[src/hw/rtl/length_prefixed_record_deframer_core_macros.svh]
// Assertion macros shared by the record deframer RTL.
// Depends on nothing; included by files that carry concurrent assertions.
`ifndef LENGTH_PREFIXED_RECORD_DEFRAMER_CORE_MACROS_SVH
`define LENGTH_PREFIXED_RECORD_DEFRAMER_CORE_MACROS_SVH

// Same-cycle implication, disabled during reset.
`define LPRD_ASSERT_NOW(label, clk, rst, ante, cons, msg) \
   label: assert property (@(posedge clk) disable iff (rst) (ante) |-> (cons)) \
      else $error(msg);

// Next-cycle implication, disabled during reset.
`define LPRD_ASSERT_NEXT(label, clk, rst, ante, cons, msg) \
   label: assert property (@(posedge clk) disable iff (rst) (ante) |=> (cons)) \
      else $error(msg);

`endif

[src/hw/rtl/lprd_pkg.sv]
// Types and fixed constants of the length-prefixed record deframer.
// Depends on nothing; used by the channel interfaces and the core.
`default_nettype none

package lprd_pkg;

   typedef logic [2:0] kind_type;
   typedef logic [7:0] byte_type;
   typedef logic [3:0] phase_type;
   typedef logic [1:0] csr_index_type;

   // Result kinds.
   localparam kind_type KIND_NAME_BYTE   = 3'd0;
   localparam kind_type KIND_DATA_BYTE   = 3'd1;
   localparam kind_type KIND_NAME_DONE   = 3'd2;
   localparam kind_type KIND_RECORD_DONE = 3'd3;
   localparam kind_type KIND_TRUNCATED   = 3'd4;

   // Parser phases.
   localparam phase_type PH_HDR     = 4'd0;
   localparam phase_type PH_RLEN    = 4'd1;
   localparam phase_type PH_ID      = 4'd2;
   localparam phase_type PH_NLEN    = 4'd3;
   localparam phase_type PH_NAME    = 4'd4;
   localparam phase_type PH_NAMEZ   = 4'd5;
   localparam phase_type PH_NAMEOPT = 4'd6;
   localparam phase_type PH_DIR     = 4'd7;
   localparam phase_type PH_DLEN    = 4'd8;
   localparam phase_type PH_DATA    = 4'd9;
   localparam phase_type PH_DATAZ   = 4'd10;
   localparam phase_type PH_DATAOPT = 4'd11;

   // Register indexes of the configuration port.
   localparam csr_index_type CSR_HEADER_LENGTH     = 2'd0;
   localparam csr_index_type CSR_NAME_LENGTH_LIMIT = 2'd1;
   localparam csr_index_type CSR_DATA_LENGTH_LIMIT = 2'd2;

   // Fixed field sizes of a record, in bytes.
   localparam int unsigned LEN_BYTES = 4;
   localparam int unsigned ID_BYTES  = 5;
   localparam int unsigned DIR_BYTES = 41;

   // Register reset values.
   localparam logic [15:0] HEADER_LENGTH_RESET     = 16'd140;
   localparam logic [24:0] NAME_LENGTH_LIMIT_RESET = 25'h001_0000;
   localparam logic [31:0] DATA_LENGTH_LIMIT_RESET = 32'h0100_0000;

endpackage

`default_nettype wire

[src/hw/rtl/lprd_if.sv]
// Valid/ready channel interfaces for the input bytes and the result words.
// Depends on lprd_pkg for the payload types.
`default_nettype none

interface lprd_req_if;
   logic               valid;
   logic               ready;
   lprd_pkg::byte_type byte_value;
   logic               end_of_input;

   modport source (output valid, output byte_value, output end_of_input, input ready);
   modport sink (input valid, input byte_value, input end_of_input, output ready);
endinterface

interface lprd_rsp_if;
   logic               valid;
   logic               ready;
   lprd_pkg::kind_type kind;
   lprd_pkg::byte_type payload;
   logic [15:0]        record_number;
   logic               last_of_run;

   modport source (output valid, output kind, output payload, output record_number,
                   output last_of_run, input ready);
   modport sink (input valid, input kind, input payload, input record_number,
                 input last_of_run, output ready);
endinterface

`default_nettype wire

[src/hw/rtl/length_prefixed_record_deframer_core.sv]
// A byte accepted into the input register is parsed into the result buffer, which then
// offers its first result word. One byte per cycle while the output is ready; a byte
// that yields two or three result words holds the input register while the buffer drains.
// The parse state updates once per byte in a single combinational pass.
// Reset is synchronous, active high; it restores all but the held byte and result words.
// Depends on lprd_pkg, lprd_if and the assertion macro header.
`default_nettype none

`include "length_prefixed_record_deframer_core_macros.svh"

module length_prefixed_record_deframer_core #(
   parameter int RECORD_INDEX_WIDTH = 16,
   parameter int LENGTH_WIDTH       = 32
) (
   input  wire                          clock,
   input  wire                          reset,
   lprd_req_if.sink                     req_ch,
   lprd_rsp_if.source                   rsp_ch,
   input  wire                          csr_write_enable,
   input  wire lprd_pkg::csr_index_type csr_index,
   input  wire [31:0]                   csr_write_data
);

   // Configuration registers.
   logic [15:0] hdr_len_ff;
   logic [24:0] name_lim_ff;
   logic [31:0] data_lim_ff;

   // Input register.
   logic               in_valid_ff, in_valid_in;
   lprd_pkg::byte_type in_byte_ff;
   logic               in_eof_ff;

   // Parse state.
   lprd_pkg::phase_type           phase_ff, phase_in;
   logic [LENGTH_WIDTH-1:0]       pos_ff, pos_in;
   logic [LENGTH_WIDTH-1:0]       acc_ff, acc_in;
   logic [RECORD_INDEX_WIDTH-1:0] rec_ff, rec_in;

   // Result buffer: up to three words for one byte.
   lprd_pkg::kind_type kind_ff [0:2];
   lprd_pkg::byte_type pay_ff;
   logic [15:0]        rnum_ff;
   logic [1:0]         cnt_ff, cnt_in;
   logic [1:0]         idx_ff, idx_in;

   // Combinational pass signals.
   lprd_pkg::phase_type     eff_phase;
   logic [LENGTH_WIDTH-1:0] eff_pos;
   logic [LENGTH_WIDTH-1:0] pos_inc;
   logic                    skip;
   logic [31:0]             lim;
   lprd_pkg::kind_type      m0_kind, m1_kind;
   logic [1:0]              n_main;
   lprd_pkg::byte_type      e_pay;
   logic                    trunc;
   logic                    between;
   logic [1:0]              n_tot;
   lprd_pkg::kind_type      k0, k1;

   logic in_fire, rsp_fire, rsp_valid, process;
   lprd_pkg::kind_type rsp_kind;

   assign in_fire   = req_ch.valid && req_ch.ready;
   assign rsp_valid = (cnt_ff != 2'd0);
   assign rsp_fire  = rsp_valid && rsp_ch.ready;
   // A held byte is parsed once the buffer is empty or its last word leaves now.
   assign process   = in_valid_ff && ((cnt_ff == 2'd0) || ((cnt_ff == 2'd1) && rsp_fire));
   assign req_ch.ready = !in_valid_ff || process;

   // Configuration writes; indexes beyond the list are ignored.
   always_ff @(posedge clock) begin
      if (reset) begin
         hdr_len_ff  <= lprd_pkg::HEADER_LENGTH_RESET;
         name_lim_ff <= lprd_pkg::NAME_LENGTH_LIMIT_RESET;
         data_lim_ff <= lprd_pkg::DATA_LENGTH_LIMIT_RESET;
      end else if (csr_write_enable) begin
         case (csr_index)
            lprd_pkg::CSR_HEADER_LENGTH:     hdr_len_ff  <= csr_write_data[15:0];
            lprd_pkg::CSR_NAME_LENGTH_LIMIT: name_lim_ff <= csr_write_data[24:0];
            lprd_pkg::CSR_DATA_LENGTH_LIMIT: data_lim_ff <= csr_write_data;
            default: ;
         endcase
      end
   end

   // Input register holds one byte until it is parsed.
   always_comb begin
      in_valid_in = in_valid_ff;
      if (in_fire) begin
         in_valid_in = 1'b1;
      end else if (process) begin
         in_valid_in = 1'b0;
      end
   end

   always_ff @(posedge clock) begin
      if (reset) begin
         in_valid_ff <= 1'b0;
      end else begin
         in_valid_ff <= in_valid_in;
      end
   end

   always_ff @(posedge clock) begin
      if (in_fire) begin
         in_byte_ff <= req_ch.byte_value;
         in_eof_ff  <= req_ch.end_of_input;
      end
   end

   // Parse pass: resolve phases that hand the byte on, then handle the byte.
   always_comb begin
      eff_phase = phase_ff;
      eff_pos   = pos_ff;
      skip      = 1'b0;
      case (phase_ff)
         lprd_pkg::PH_HDR: begin
            if (pos_ff >= LENGTH_WIDTH'(hdr_len_ff)) begin
               eff_phase = lprd_pkg::PH_RLEN;
               eff_pos   = '0;
            end
         end
         lprd_pkg::PH_NAMEOPT: begin
            eff_phase = lprd_pkg::PH_DIR;
            eff_pos   = '0;
            skip      = (in_byte_ff == 8'd0);
         end
         lprd_pkg::PH_DATAOPT: begin
            eff_phase = lprd_pkg::PH_RLEN;
            eff_pos   = '0;
            skip      = (in_byte_ff == 8'd0);
         end
         lprd_pkg::PH_RLEN, lprd_pkg::PH_ID, lprd_pkg::PH_NLEN, lprd_pkg::PH_NAME,
         lprd_pkg::PH_NAMEZ, lprd_pkg::PH_DIR, lprd_pkg::PH_DLEN, lprd_pkg::PH_DATA,
         lprd_pkg::PH_DATAZ: ;
         default: begin
            // Unused codes start a record.
            eff_phase = lprd_pkg::PH_RLEN;
            eff_pos   = '0;
         end
      endcase

      pos_inc  = eff_pos + LENGTH_WIDTH'(1);
      phase_in = eff_phase;
      pos_in   = eff_pos;
      acc_in   = acc_ff;
      rec_in   = rec_ff;
      m0_kind  = lprd_pkg::KIND_NAME_BYTE;
      m1_kind  = lprd_pkg::KIND_NAME_BYTE;
      n_main   = 2'd0;
      e_pay    = 8'd0;
      lim      = (eff_phase == lprd_pkg::PH_NLEN) ? 32'(name_lim_ff) : data_lim_ff;

      if (!skip) begin
         case (eff_phase)
            lprd_pkg::PH_HDR: begin
               pos_in = pos_inc;
            end
            lprd_pkg::PH_RLEN: begin
               pos_in = pos_inc;
               if (pos_inc >= LENGTH_WIDTH'(lprd_pkg::LEN_BYTES)) begin
                  phase_in = lprd_pkg::PH_ID;
                  pos_in   = '0;
               end
            end
            lprd_pkg::PH_ID: begin
               pos_in = pos_inc;
               if (pos_inc >= LENGTH_WIDTH'(lprd_pkg::ID_BYTES)) begin
                  phase_in = lprd_pkg::PH_NLEN;
                  pos_in   = '0;
                  acc_in   = '0;
               end
            end
            lprd_pkg::PH_NLEN, lprd_pkg::PH_DLEN: begin
               // Little-endian assembly, one byte lane per position.
               acc_in = acc_ff | LENGTH_WIDTH'(32'(in_byte_ff) << {eff_pos[1:0], 3'b000});
               pos_in = pos_inc;
               if (pos_inc >= LENGTH_WIDTH'(lprd_pkg::LEN_BYTES)) begin
                  pos_in = '0;
                  if ((acc_in != '0) && (32'(acc_in) < lim)) begin
                     phase_in = (eff_phase == lprd_pkg::PH_NLEN) ?
                                lprd_pkg::PH_NAME : lprd_pkg::PH_DATA;
                  end else begin
                     phase_in = (eff_phase == lprd_pkg::PH_NLEN) ?
                                lprd_pkg::PH_NAMEZ : lprd_pkg::PH_DATAZ;
                  end
               end
            end
            lprd_pkg::PH_NAME: begin
               m0_kind = lprd_pkg::KIND_NAME_BYTE;
               e_pay   = in_byte_ff;
               n_main  = 2'd1;
               pos_in  = pos_inc;
               if (pos_inc >= acc_ff) begin
                  m1_kind  = lprd_pkg::KIND_NAME_DONE;
                  n_main   = 2'd2;
                  phase_in = lprd_pkg::PH_NAMEOPT;
                  pos_in   = '0;
               end
            end
            lprd_pkg::PH_NAMEZ: begin
               n_main = 2'd1;
               if (in_byte_ff == 8'd0) begin
                  m0_kind  = lprd_pkg::KIND_NAME_DONE;
                  phase_in = lprd_pkg::PH_DIR;
                  pos_in   = '0;
               end else begin
                  m0_kind = lprd_pkg::KIND_NAME_BYTE;
                  e_pay   = in_byte_ff;
               end
            end
            lprd_pkg::PH_DIR: begin
               pos_in = pos_inc;
               if (pos_inc >= LENGTH_WIDTH'(lprd_pkg::DIR_BYTES)) begin
                  phase_in = lprd_pkg::PH_DLEN;
                  pos_in   = '0;
                  acc_in   = '0;
               end
            end
            lprd_pkg::PH_DATA: begin
               m0_kind = lprd_pkg::KIND_DATA_BYTE;
               e_pay   = in_byte_ff;
               n_main  = 2'd1;
               pos_in  = pos_inc;
               if (pos_inc >= acc_ff) begin
                  m1_kind  = lprd_pkg::KIND_RECORD_DONE;
                  n_main   = 2'd2;
                  rec_in   = rec_ff + RECORD_INDEX_WIDTH'(1);
                  phase_in = lprd_pkg::PH_DATAOPT;
                  pos_in   = '0;
               end
            end
            lprd_pkg::PH_DATAZ: begin
               if (in_byte_ff == 8'd0) begin
                  m0_kind  = lprd_pkg::KIND_RECORD_DONE;
                  n_main   = 2'd1;
                  rec_in   = rec_ff + RECORD_INDEX_WIDTH'(1);
                  phase_in = lprd_pkg::PH_RLEN;
                  pos_in   = '0;
               end else begin
                  m0_kind = lprd_pkg::KIND_DATA_BYTE;
                  e_pay   = in_byte_ff;
                  n_main  = 2'd1;
                  if (in_eof_ff) begin
                     // End of file closes an unterminated data field.
                     m1_kind  = lprd_pkg::KIND_RECORD_DONE;
                     n_main   = 2'd2;
                     rec_in   = rec_ff + RECORD_INDEX_WIDTH'(1);
                     phase_in = lprd_pkg::PH_RLEN;
                     pos_in   = '0;
                  end
               end
            end
            default: begin
               phase_in = lprd_pkg::PH_RLEN;
               pos_in   = '0;
            end
         endcase
      end

      // End of file: mark truncation inside a record, then start a new file.
      between = (phase_in inside {lprd_pkg::PH_HDR, lprd_pkg::PH_DATAOPT}) ||
                ((phase_in == lprd_pkg::PH_RLEN) && (pos_in == '0));
      trunc = in_eof_ff && !between;
      if (in_eof_ff) begin
         phase_in = lprd_pkg::PH_HDR;
         pos_in   = '0;
         acc_in   = '0;
         rec_in   = '0;
      end

      n_tot = n_main + {1'b0, trunc};
      k0    = (n_main == 2'd0) ? lprd_pkg::KIND_TRUNCATED : m0_kind;
      k1    = (n_main == 2'd1) ? lprd_pkg::KIND_TRUNCATED : m1_kind;
   end

   // Parse state registers.
   always_ff @(posedge clock) begin
      if (reset) begin
         phase_ff <= lprd_pkg::PH_HDR;
         pos_ff   <= '0;
         acc_ff   <= '0;
         rec_ff   <= '0;
      end else if (process) begin
         phase_ff <= phase_in;
         pos_ff   <= pos_in;
         acc_ff   <= acc_in;
         rec_ff   <= rec_in;
      end
   end

   // Result buffer count and read index.
   always_comb begin
      cnt_in = cnt_ff;
      idx_in = idx_ff;
      if (process) begin
         cnt_in = n_tot;
         idx_in = 2'd0;
      end else if (rsp_fire) begin
         cnt_in = cnt_ff - 2'd1;
         idx_in = idx_ff + 2'd1;
      end
   end

   always_ff @(posedge clock) begin
      if (reset) begin
         cnt_ff <= 2'd0;
         idx_ff <= 2'd0;
      end else begin
         cnt_ff <= cnt_in;
         idx_ff <= idx_in;
      end
   end

   always_ff @(posedge clock) begin
      if (process) begin
         kind_ff[0] <= k0;
         kind_ff[1] <= k1;
         kind_ff[2] <= lprd_pkg::KIND_TRUNCATED;
         pay_ff     <= e_pay;
         rnum_ff    <= 16'(32'(rec_ff));
      end
   end

   // Result word selection.
   always_comb begin
      case (idx_ff)
         2'd0:    rsp_kind = kind_ff[0];
         2'd1:    rsp_kind = kind_ff[1];
         default: rsp_kind = kind_ff[2];
      endcase
   end

   assign rsp_ch.valid         = rsp_valid;
   assign rsp_ch.kind          = rsp_kind;
   assign rsp_ch.payload       = (idx_ff == 2'd0) ? pay_ff : 8'd0;
   assign rsp_ch.record_number = rnum_ff;
   assign rsp_ch.last_of_run   = (cnt_ff == 2'd1);

   // Checks on the parser and the result buffer.
   `LPRD_ASSERT_NEXT(a_eof_restarts_file, clock, reset, process && in_eof_ff,
      (phase_ff == lprd_pkg::PH_HDR) && (rec_ff == '0), "end of file did not restart parser")
   `LPRD_ASSERT_NEXT(a_record_count_steps, clock, reset, 1'b1,
      (rec_ff == $past(rec_ff)) || (rec_ff == $past(rec_ff) + 1'b1) || (rec_ff == '0),
      "record counter moved by more than one")
   `LPRD_ASSERT_NEXT(a_held_byte_stable, clock, reset, in_valid_ff && !process,
      $stable(in_byte_ff) && $stable(in_eof_ff), "held input byte was overwritten")
   `LPRD_ASSERT_NOW(a_buffer_in_range, clock, reset, cnt_ff != 2'd0,
      ({1'b0, idx_ff} + {1'b0, cnt_ff}) <= 3'd3, "result buffer read past its slots")

endmodule

`default_nettype wire
[src/flat_wrapper.sv]
// flat-port wrapper written by rule: the top's interface ports become plain ports
module length_prefixed_record_deframer_core_flat 
#(
   parameter int RECORD_INDEX_WIDTH = 16,
   parameter int LENGTH_WIDTH       = 32
)
  (clock, reset, csr_write_enable, csr_index, csr_write_data, req_ch_valid, req_ch_byte_value, req_ch_end_of_input, req_ch_ready, rsp_ch_valid, rsp_ch_kind, rsp_ch_payload, rsp_ch_record_number, rsp_ch_last_of_run, rsp_ch_ready);
  lprd_req_if req_ch_i ();
  lprd_rsp_if rsp_ch_i ();
  input  wire clock;
  input  wire reset;
  input  wire csr_write_enable;
  input  wire lprd_pkg::csr_index_type csr_index;
  input  wire [31:0] csr_write_data;
  input wire logic [$bits(req_ch_i.valid)-1:0] req_ch_valid;
  input wire logic [$bits(req_ch_i.byte_value)-1:0] req_ch_byte_value;
  input wire logic [$bits(req_ch_i.end_of_input)-1:0] req_ch_end_of_input;
  output wire logic [$bits(req_ch_i.ready)-1:0] req_ch_ready;
  output wire logic [$bits(rsp_ch_i.valid)-1:0] rsp_ch_valid;
  output wire logic [$bits(rsp_ch_i.kind)-1:0] rsp_ch_kind;
  output wire logic [$bits(rsp_ch_i.payload)-1:0] rsp_ch_payload;
  output wire logic [$bits(rsp_ch_i.record_number)-1:0] rsp_ch_record_number;
  output wire logic [$bits(rsp_ch_i.last_of_run)-1:0] rsp_ch_last_of_run;
  input wire logic [$bits(rsp_ch_i.ready)-1:0] rsp_ch_ready;
  assign req_ch_i.valid = req_ch_valid;
  assign req_ch_i.byte_value = req_ch_byte_value;
  assign req_ch_i.end_of_input = req_ch_end_of_input;
  assign req_ch_ready = req_ch_i.ready;
  assign rsp_ch_valid = rsp_ch_i.valid;
  assign rsp_ch_kind = rsp_ch_i.kind;
  assign rsp_ch_payload = rsp_ch_i.payload;
  assign rsp_ch_record_number = rsp_ch_i.record_number;
  assign rsp_ch_last_of_run = rsp_ch_i.last_of_run;
  assign rsp_ch_i.ready = rsp_ch_ready;
  length_prefixed_record_deframer_core #(.RECORD_INDEX_WIDTH(RECORD_INDEX_WIDTH), .LENGTH_WIDTH(LENGTH_WIDTH)) u_core (.clock(clock), .reset(reset), .req_ch(req_ch_i), .rsp_ch(rsp_ch_i), .csr_write_enable(csr_write_enable), .csr_index(csr_index), .csr_write_data(csr_write_data));
endmodule
[config.mk]
export PLATFORM = sky130hd
export DESIGN_NAME = length_prefixed_record_deframer_core_flat
export DESIGN_NICKNAME = d
export VERILOG_FILES = /design/src/hw/rtl/lprd_pkg.sv /design/src/hw/rtl/lprd_if.sv /design/src/hw/rtl/length_prefixed_record_deframer_core.sv /design/src/flat_wrapper.sv
export VERILOG_INCLUDE_DIRS = /design/src /design/src/hw/rtl
export SDC_FILE = /design/constraint.sdc
export NUM_CORES = 1
export LEC_CHECK = 0
export BUFFER_PORTS_ARGS = -buffer_cell sky130_fd_sc_hd__clkbuf_2
export CORE_ASPECT_RATIO = 0.7
export CORE_MARGIN = 10
export CORE_UTILIZATION = 60
export CTS_CLUSTER_DIAMETER = 30
export DETAILED_ROUTE_END_ITERATION = 8
export PLACE_DENSITY = 0.83
export SYNTH_ARGS = -nofsm -noshare
export SYNTH_HDL_FRONTEND = slang
export SYNTH_SLANG_ARGS = --single-unit
export TNS_END_PERCENT = 20
[constraint.sdc]
create_clock -name clock -period 18.8 [get_ports clock]
set_input_delay 3.76 -clock clock [delete_from_list [all_inputs] [get_ports clock]]
set_output_delay 3.76 -clock clock [all_outputs]
set_load 0.01 [all_outputs]
==> reports/metrics.yaml, run 1 <==
status:
  status: "finished, final reports clean"
global_routing:
  grt_pass1_wl_mm: 54.2
  antenna_found_initial: 0
  overflow: 0
  grt_use_total_pct: 24.6
  grt_max_degree: 106
  grt_pass1_vias: 10585
timing:
  maxSlewViolCount: 0
  hold_viol: 0
  holdWs_ns: 0.451
  min_period_over_period_pct: 43.8
  setup-tns-final_ns: 0
  rsz0062_at_grt: "false"
  clock_skew_ns: 0.0235
  timing.fmax_ghz: 0.121
  setup_viol_count_final: 0
  slew_headroom_pct: 22.0
  period_minus_slack_ns: 8.24
  tightest_slew_ns: 1.17
cts:
  cts_setup_buffers: 0
  hold_buffers: 0
  clk_path_buf_depth: 3
  htreeDepth: 2
  cts_made_buffers: 37
  cts_tree: "done"
  clock_latency_ns: 0.51
  cts-resized-gates: 0
  clkTransAtPathRegs_ns: 0.05
  root_buffer: "clkbuf_16"
  numClockSinks: 201
die:
  fp.dieW_um: 190
  fp.dieH_um: 139
  fp.coreArea_mm2: 0.0198
  die_area_mm2: 0.0263
  initial_utilization_pct: 61.1
  io_pins: 78
  rows: 43
routing:
  vias_per_cell: 6.17
  antenna_left: 0
  wirelength_mm: 33.8
  drtIter0Drc: 1454
  via_count: 11334
  remaining_drc_errors: 0
  wl_per_cell_um: 18.4
  drtPass1Iterations: 6
finish:
  fin_cells: 1838
  mostFrequentLayoutCells: "nand2_1 (281), a21oi_1 (164), dfxtp_1 (162)"
  fin_area_mm2: 0.0138
  drive_above_1_share_pct: 12.6
  diodes: 0
  mostFrequentLayoutCell: "nand2_1"
  nNetsFinal: 1676
  area_delta_synth_final_pct: 14.3
yosys:
  dominantRegCellSynth: "dfxtp_1"
  synth_edf_count: 39
  seq_area_frac_synth_pct: 36.5
  ys_ff_latch: 201
  syn_nets: 1637
  yosys_warnings: 0
  syn_area_per_cell_um2: 8.07
  synthArstFlopShare_pct: 0
  syn_area_mm2: 0.0121
  syn_inst: 1500
  synth.distinct_cells: 77
worst_hold_path:
  hold_start: "u_core.hdr_len_ff[15]$_SDFFE_PP0P_"
  hold_class: "flop to flop"
power_and_ir_drop:
  power.density_mw_per_mm2: 90.3
  p_leak_nw: 5.64
  finalPower_mw: 1.25
  ir_drop_mv: 0.0676
placement:
  place_area_mm2: 0.0125
  place_inst: 1770
  place_hpwl_mm: 24.2
  port_buffers: 77
  gp_congestion: 0.998
critical_path:
  crit_fanout: 15
  cp_common_cell: "ha_1"
  worstReg2RegStart: "u_core.pos_ff[0]$_SDFFE_PP0P_"
  worst_ep_required_time_ns: 19.20
  cp-start-kind: "flop"
  crit_start: "u_core.pos_ff[0]$_SDFFE_PP0P_"
  critPathCaptureType: "flop"
  path_class: "flop to flop"
  cp.arrival_ns: 8.64
  cpMaxStageDelayCell: "o21ai_1"
  cpPeakStageDelay_ns: 0.66
run:
  cap_violations: 0
[cells by family after synthesis]
| family | after synthesis | share of synthesized area (%) |
|---|---|---|
| AO/OA/AOI/OAI | 361 | 18.3 |
| AND/OR/NAND/NOR | 610 | 24.8 |
| flip-flops | 201 | 36.5 |
| adder cells (fa/ha/maj) | 89 | 9.20 |
| XOR/XNOR | 49 | 3.55 |
| buffers and inverters | 163 | 5.46 |
| multiplexers | 27 | 2.24 |
[critical path: cells and delay by family, from the launching register on]
| kind | cells | cell delay, ns |
|---|---|---|
| simple gates | 10 | 2.32 |
| flops | 1 | 0.50 |
| fa+ha+maj | 4 | 1.15 |
| xor+xnor | 2 | 0.37 |
| compound gates | 13 | 3.54 |
| buf+inv | 2 | 0.26 |
[worst paths after layout]
kind | end | slack (ns) | depth (start not counted)
max | u_core.cnt_ff[1]$_SDFFE_PP0P_ | 10.56 | 31
max reg2reg | u_core.cnt_ff[1]$_SDFFE_PP0P_ | 10.56 | 31
min | u_core.hdr_len_ff[15]$_SDFFE_PP0P_ | 0.45 | 2
min reg2reg | u_core.hdr_len_ff[15]$_SDFFE_PP0P_ | 0.45 | 2
[sequential cells by signal, summed over array words and instances, names as in the netlist]
| register | count |
|---|---|
| u_core.acc_ff | 32 |
| u_core.data_lim_ff | 32 |
| u_core.pos_ff | 32 |
| u_core.name_lim_ff | 25 |
| u_core.hdr_len_ff | 16 |
| u_core.rec_ff | 16 |
| u_core.rsp_ch.record_number | 16 |
| u_core.in_byte_ff | 8 |
| u_core.pay_ff | 8 |
| u_core.kind_ff | 6 |
| u_core.phase_ff | 4 |
| u_core.cnt_ff | 2 |
| u_core.idx_ff | 2 |
| u_core.in_eof_ff | 1 |
| u_core.in_valid_ff | 1 |
[area by class of cell]
cell class | instances | area (um2)
Sequential cell | 201 | 4410
Multi-Input combinational cell | 1136 | 7030
Inverter | 77 | 289
Clock inverter | 25 | 302
Tap cell | 270 | 338
Timing Repair Buffer | 86 | 455
Fill cell | 1592 | 5970
Clock buffer | 43 | 1000
[layer usage]
| metal | share of wire [%] | up-vias | global-route usage, % |
|---|---|---|---|
| li1 | - | 5379 | - |
| met1 | 44 | 5315 | 34.6 |
| met2 | 43 | 572 | 35.9 |
| met3 | 11 | 68 | 6.43 |
| met4 | 2.3 | 0 | 7.50 |
| met5 | 0 | - | 0 |
[stage by stage]
| step | utilization [%] | worst slack [ns] |
|---|---|---|
| detailed placement | 63.3 | 10.79 |
| global route | 69.9 | 9.97 |
| floorplan | - | 11.00 |
| CTS | 69.9 | 10.78 |
| finish | 69.9 | 10.56 |
| global placement | 63.3 | 10.80 |
[power breakdown]
group	leakage, nW	internal [mW]	total (mW)	switching, mW
registers	1.69	0.454	0.465	0.0106
logic	3.33	0.0338	0.0948	0.0610
clock network	0.624	0.455	0.690	0.234
[synth_stat cells, types with 3 or more instances]
cell       count  area, um2
a221oi_1       3       26.3
o21ai_0       44        220
a211oi_1      13       97.6
buf_6          4       45.0
buf_1          8       30.0
a21oi_1      164        821
o2111ai_1      4       35.0
o21a_1         5       37.5
xnor2_1       27        236
a211o_1        5       43.8
xor2_1        22        193
nor4_1        20        125
inv_1         77        289
or3b_2        26        228
ha_1          89       1110
nor2b_1       18        113
and4_1        10       87.6
o22ai_1       13       81.3
nand4_1       30        188
o21ai_1       17       85.1
o31ai_1        3       22.5
dfxtp_1      162       3240
nand2b_1       9       56.3
o211ai_1       4       30.0
buf_2          9       45.0
a22oi_1        4       30.0
a31oi_1       19        119
and2_1        19        119
nor3_1        24        120
nand3_1       34        170
or3_1         11       68.8
a21o_1        27        203
nand2_1      281       1050
clkbuf_1      63        236
a22o_1        10       87.6
nand3b_1       5       37.5
nor2_1        93        349
edfxtp_1      39       1170
and3_1        10       62.6
mux2i_1       26        260
Note: power is estimated with default switching activity, not from simulation.
==> run 2, diff against run 1 <==
- ABC_AREA: not set -> 1
- clock period: 18.8 -> 8 ns (I/O delays scaled with it)
==> run 2 against run 1 <==
  * The run now ends with design-rule violations left
  * First-iteration DRC count grew 16%
  * Cell area grew 3.8%
  * Hold slack lost 0.023 ns
  * Combinational power grew to 6.6 times the previous value
  * Setup slack lost 9.5 ns
  * Area after synthesis grew 3.0%
  * Non-clock buffer count grew 2
  * Clock skew grew 0.011 ns
  * Critical endpoint unchanged
  * Largest power group unchanged
==> reports/metrics.yaml, run 2 <==
status:
  status: "finished with violations"
  failed_checks: "design-rule violations"
critical_path:
  worst_ep_required_time_ns: 8.36
  cpMaxStageDelayCell: "dfxtp_1"
  cpPeakStageDelay_ns: 0.59
  cp-start-kind: "flop"
  critPathCaptureType: "flop"
  cp.arrival_ns: 7.31
  path_class: "flop to flop"
  crit_fanout: 24
  cp_common_cell: "nand2_1"
cts:
  clkTransAtPathRegs_ns: 0.06
  cts_setup_buffers: 0
  cts-resized-gates: 0
  cts_tree: "done"
  clock_latency_ns: 0.54
  hold_buffers: 0
  root_buffer: "clkbuf_16"
  htreeDepth: 2
  clk_path_buf_depth: 3
  cts_made_buffers: 37
  numClockSinks: 201
run:
  cap_violations: 0
die:
  initial_utilization_pct: 60.5
  rows: 44
  die_area_mm2: 0.0270
  io_pins: 78
  fp.coreArea_mm2: 0.0206
  fp.dieH_um: 141
  fp.dieW_um: 192
routing:
  via_count: 12709
  wl_per_cell_um: 18.6
  vias_per_cell: 5.97
  antenna_left: 0
  remaining_drc_errors: 41
  wirelength_mm: 39.6
  drtIter0Drc: 1688
  drtPass1Iterations: 9
yosys:
  syn_inst: 1757
  synth.distinct_cells: 50
  synth_top_area_cell: "dfxtp_1"
  ys_ff_latch: 201
  yosysMostFrequentCell: "nand2_1"
  synthArstFlopShare_pct: 0
  syn_nets: 1894
  synth_top_area_share_pct: 26.0
  syn_area_per_cell_um2: 7.09
  synth_edf_count: 39
  yosys_warnings: 0
  syn_area_mm2: 0.0125
  synth_area_leaders: "dfxtp_1 (26%), nand2_1 (9.7%), edfxtp_1 (9.4%), ha_1 (8.9%), inv_1 (7.5%)"
  yosys-top-cells-count: "nand2_1 (321), inv_1 (248), nor2_1 (218)"
  seq_area_frac_synth_pct: 35.4
  dominantRegCellSynth: "dfxtp_1"
timing:
  timing.fmax_ghz: 0.144
  slew_headroom_pct: 29.4
  rsz0062_at_grt: "false"
  hold_viol: 0
  setup-tns-final_ns: 0
  clock_skew_ns: 0.0345
  maxSlewViolCount: 0
  setup_viol_count_final: 0
  setup_ws_ns: 1.05
  period_minus_slack_ns: 6.95
  min_period_over_period_pct: 86.9
  tightest_slew_ns: 1.06
power_and_ir_drop:
  p_leak_nw: 6.36
  ir_drop_mv: 0.203
  power.density_mw_per_mm2: 241
finish:
  fin_cells: 2129
  nNetsFinal: 1961
  mostFrequentLayoutCells: "nand2_1 (321), inv_1 (248), nor2_1 (215)"
  area_delta_synth_final_pct: 15.2
  post-route-util_pct: 69.7
  drive_above_1_share_pct: 12.6
  fin_area_mm2: 0.0144
  reg_top3: "u_core.acc_ff (32), u_core.data_lim_ff (32), u_core.pos_ff (32)"
  mostFrequentLayoutCell: "nand2_1"
  diodes: 0
global_routing:
  grt_use_total_pct: 28.5
  use_met2_pct: 40.9
  antenna_found_initial: 0
  use_met3_pct: 11.0
  busiest_layer: "met2"
  grtUsageMet1_pct: 38.9
  overflow: 0
  grt_pass1_vias: 11686
  grt_pass1_wl_mm: 62.4
  grt_max_degree: 82
worst_hold_path:
  hold_class: "flop to flop"
placement:
  place_inst: 2061
  place_area_mm2: 0.0130
  preCtsSetupSlack_ns: 1.37
  place_hpwl_mm: 28.9
  gp_congestion: 1.09
  port_buffers: 77
==> run 2: final timing paths <==
check	from	endpoint	slack [ns]	depth (start not counted)
worst max-delay path	u_core.pos_ff[1]$_SDFFE_PP0P_	u_core.cnt_ff[1]$_SDFFE_PP0P_	1.05	40
worst max register to register	u_core.pos_ff[1]$_SDFFE_PP0P_	u_core.cnt_ff[1]$_SDFFE_PP0P_	1.05	40
worst min-delay path	u_core.rec_ff[15]$_SDFFE_PP0P_	u_core.rsp_ch.record_number[15]$_DFFE_PP_	0.43	0
worst min register to register	u_core.rec_ff[15]$_SDFFE_PP0P_	u_core.rsp_ch.record_number[15]$_DFFE_PP_	0.43	0
==> run 2: kinds of logic (layout without fill, tap and decap cells) <==
group / after synthesis / after routing / synth area share (%)
XOR/XNOR: 6 / 6 / 0.422
AO/OA/AOI/OAI: 411 / 411 / 19.6
AND/OR/NAND/NOR: 725 / 725 / 25.2
flip-flops: 201 / 201 / 35.4
buffers and inverters: 324 / 420 / 10.3
multiplexers: 1 / 1 / 0.0803
adder cells (fa/ha/maj): 89 / 89 / 8.93
==> run 2: cell type report <==
type                    instances  area (um2)
clock inverters                28         382
fillers                      1713        6230
repair buffers                 88         468
multi-input cells            1232        6780
flip-flops and latches        201        4410
clock buffers                  40         978
inverters                     264         991
well taps                     276         345
==> run 2: metal layers <==
layer	share of wire [%]	routed length [um]	up-vias
li1	-	-	6024
met1	42	16600	5739
met2	41	16100	844
met3	15	5870	102
met4	2.5	1000	0
met5	0	0	-
==> run 2: through the flow <==
step | total power [mW] | hold WS (ns)
floorplan | 1.58 | 0.408
global placement | 1.74 | 0.411
detailed placement | 1.77 | 0.416
CTS | 3.45 | 0.428
global route | 3.59 | 0.442
finish | 3.46 | 0.428
==> run 2: power breakdown <==
group          switching, mW  internal [mW]
Combinational          0.419          0.203
Sequential            0.0371           1.12
Clock                  0.603           1.08
==> run 2: worst max-delay path, delay by kind of cell (launching register included) <==
kind	cells	cell delay, ns
simple gates	24	3.23
compound gates	6	1.02
fa+ha+maj	4	0.98
buf+inv	5	0.84
flops	1	0.59
xor+xnor	1	0.07
==> run 3, diff against run 2 <==
--- a/config.mk
+++ b/config.mk
@@ -15,3 +15,3 @@
 export DETAILED_ROUTE_END_ITERATION = 8
-export PLACE_DENSITY = 0.83
+export PLACE_DENSITY_LB_ADDON = 0.1
 export SYNTH_ARGS = -nofsm -noshare
==> constraint.sdc (replaced) <==
create_clock -name clock -period 8 [get_ports clock]
set_input_delay 0 -clock clock [delete_from_list [all_inputs] [get_ports clock]]
set_output_delay 0 -clock clock [all_outputs]
set_load 0.01 [all_outputs]
==> run 3 against run 2 <==
  * The run now ends clean
  * Clock power decreased by 5%
  * Fmax decreased by 2.4%
  * Die area unchanged
  * Sequential cell count unchanged
  * Final cell count increased by 2.7%
  * Clock skew decreased by 0.0082 ns
  * Cell area increased by 3.2%
  * Sequential share of layout area decreased by 0.95 points
  * First-iteration DRC count decreased by 6.8%
  * Setup slack got worse by 0.17 ns
  * Critical endpoint unchanged
  * Largest power group unchanged
==> reports/metrics.yaml, run 3 (synthesis gave the netlist of run 2 again) <==
status:
  status: "finished, final reports clean"
cts:
  clock_latency_ns: 0.53
  numClockSinks: 201
  root_buffer: "clkbuf_16"
  cts-resized-gates: 0
  cts_tree: "done"
  cts_setup_buffers: 0
  clkTransAtPathRegs_ns: 0.05
  clk_path_buf_depth: 3
  hold_buffers: 53
  cts_made_buffers: 38
  htreeDepth: 2
power_and_ir_drop:
  clockPowerShare_pct: 46.9
  p_comb_share_pct: 19.0
  swShare_pct: 30.2
  p_int_mw: 2.37
  power.density_mw_per_mm2: 229
  p_leak_nw: 6.53
  pwr-share-seq_pct: 34.1
  ir_drop_mv: 0.183
  finalPower_mw: 3.40
  p_sw_mw: 1.03
critical_path:
  cpMaxStageDelayCell: "dfxtp_1"
  critPathCaptureType: "flop"
  path_class: "flop to flop"
  cp_num_buf_inv: 5
  cp.arrival_ns: 7.49
  cpPeakStageDelay_ns: 0.61
  cp-start-kind: "flop"
  crit_fanout: 24
  worst_ep_required_time_ns: 8.37
  cp_common_cell: "nand2_1"
  critPathTopFamily: "simple AND/OR/NAND/NOR gates"
finish:
  n_fill_cell: 1647
  mostFrequentLayoutCells: "nand2_1 (321), inv_1 (248), nor2_1 (215)"
  area_delta_synth_final_pct: 18.9
  post-route-util_pct: 72.0
  nNetsFinal: 2015
  drive_above_1_share_pct: 11.9
  reg_top3: "u_core.acc_ff (32), u_core.data_lim_ff (32), u_core.pos_ff (32)"
  mostFrequentLayoutCell: "nand2_1"
global_routing:
  grt_pass1_vias: 11834
  antenna_found_initial: 3
  grt_pass1_wl_mm: 66.2
  grt_use_total_pct: 30.9
  grt_max_degree: 83
  overflow: 0
die:
  rows: 44
  die_area_mm2: 0.0270
  initial_utilization_pct: 60.5
  fp.coreArea_mm2: 0.0206
  fp.dieH_um: 141
  io_pins: 78
  fp.dieW_um: 192
timing:
  clock_skew_ns: 0.0262
  rsz0062_at_grt: "false"
  setup_ws_ns: 0.878
  tightest_slew_ns: 1.10
  timing.fmax_ghz: 0.140
  maxSlewViolCount: 0
  slew_headroom_pct: 26.4
  period_minus_slack_ns: 7.12
  setup_viol_count_final: 0
  min_period_over_period_pct: 89.0
  holdWs_ns: 0.0979
  setup-tns-final_ns: 0
  hold_viol: 0
worst_hold_path:
  hold_class: "input port to flop"
routing:
  via_count: 12869
  drtPass1Iterations: 6
  remaining_drc_errors: 0
  vias_per_cell: 5.88
  antenna_left: 0
  drtIter0Drc: 1573
  wl_per_cell_um: 19.4
  wirelength_mm: 42.4
placement:
  place_hpwl_mm: 30.7
  gp_congestion: 1.02
  preCtsSetupSlack_ns: 1.10
  port_buffers: 77
run:
  cap_violations: 0
## run 3: worst paths after layout
check	from	to	slack (ns)	depth (start not counted)
worst max-delay path	u_core.pos_ff[1]$_SDFFE_PP0P_	u_core.cnt_ff[1]$_SDFFE_PP0P_	0.88	42
worst min-delay path	reset	u_core.acc_ff[0]$_SDFFE_PP0P_	0.1	3
worst max register to register	u_core.pos_ff[1]$_SDFFE_PP0P_	u_core.cnt_ff[1]$_SDFFE_PP0P_	0.88	42
worst min register to register	u_core.rec_ff[15]$_SDFFE_PP0P_	u_core.rsp_ch.record_number[15]$_DFFE_PP_	0.43	0
## run 3: tightest hold or removal path, delay by kind of cell
family / cells / cell delay, ns
buffers and inverters: 2 / 0.37
AO/OA/AOI/OAI: 1 / 0.18
## run 3: routing by layer
metal,vias up,track usage [%],routed length [um]
met3,87,12.1,5830
met1,5892,42.8,18300
met5,-,1.54,48
li1,6134,-,-
met2,754,42.9,17200
met4,2,9.80,1090
## run 3: cell type report
type,count,area [um2],share of cell area [%]
Antenna cell,3,7.51,0.0507
Inverter,264,991,6.69
Multi-Input combinational cell,1232,6780,45.8
Sequential cell,201,4410,29.8
Clock buffer,50,1080,7.30
Clock inverter,20,200,1.35
Timing Repair Buffer,141,998,6.74
Tap cell,276,345,2.33
## run 3: stage by stage
stage / instances / cell area [um2]
2_1_floorplan: 1757 / 12500
3_3_place_gp: 2061 / 13000
3_5_place_dp: 2061 / 13000
4_1_cts: 2184 / 14800
5_1_grt: 2185 / 14800
6_report: 2187 / 14800
## run 3: power groups by stage
stage,Clock [mW],Combinational (mW),Sequential [mW]
CTS,1.60,0.628,1.16
global placement,0,0.582,1.17
global route,1.65,0.718,1.17
finish,1.59,0.647,1.16
floorplan,0,0.410,1.17
detailed placement,0,0.600,1.18
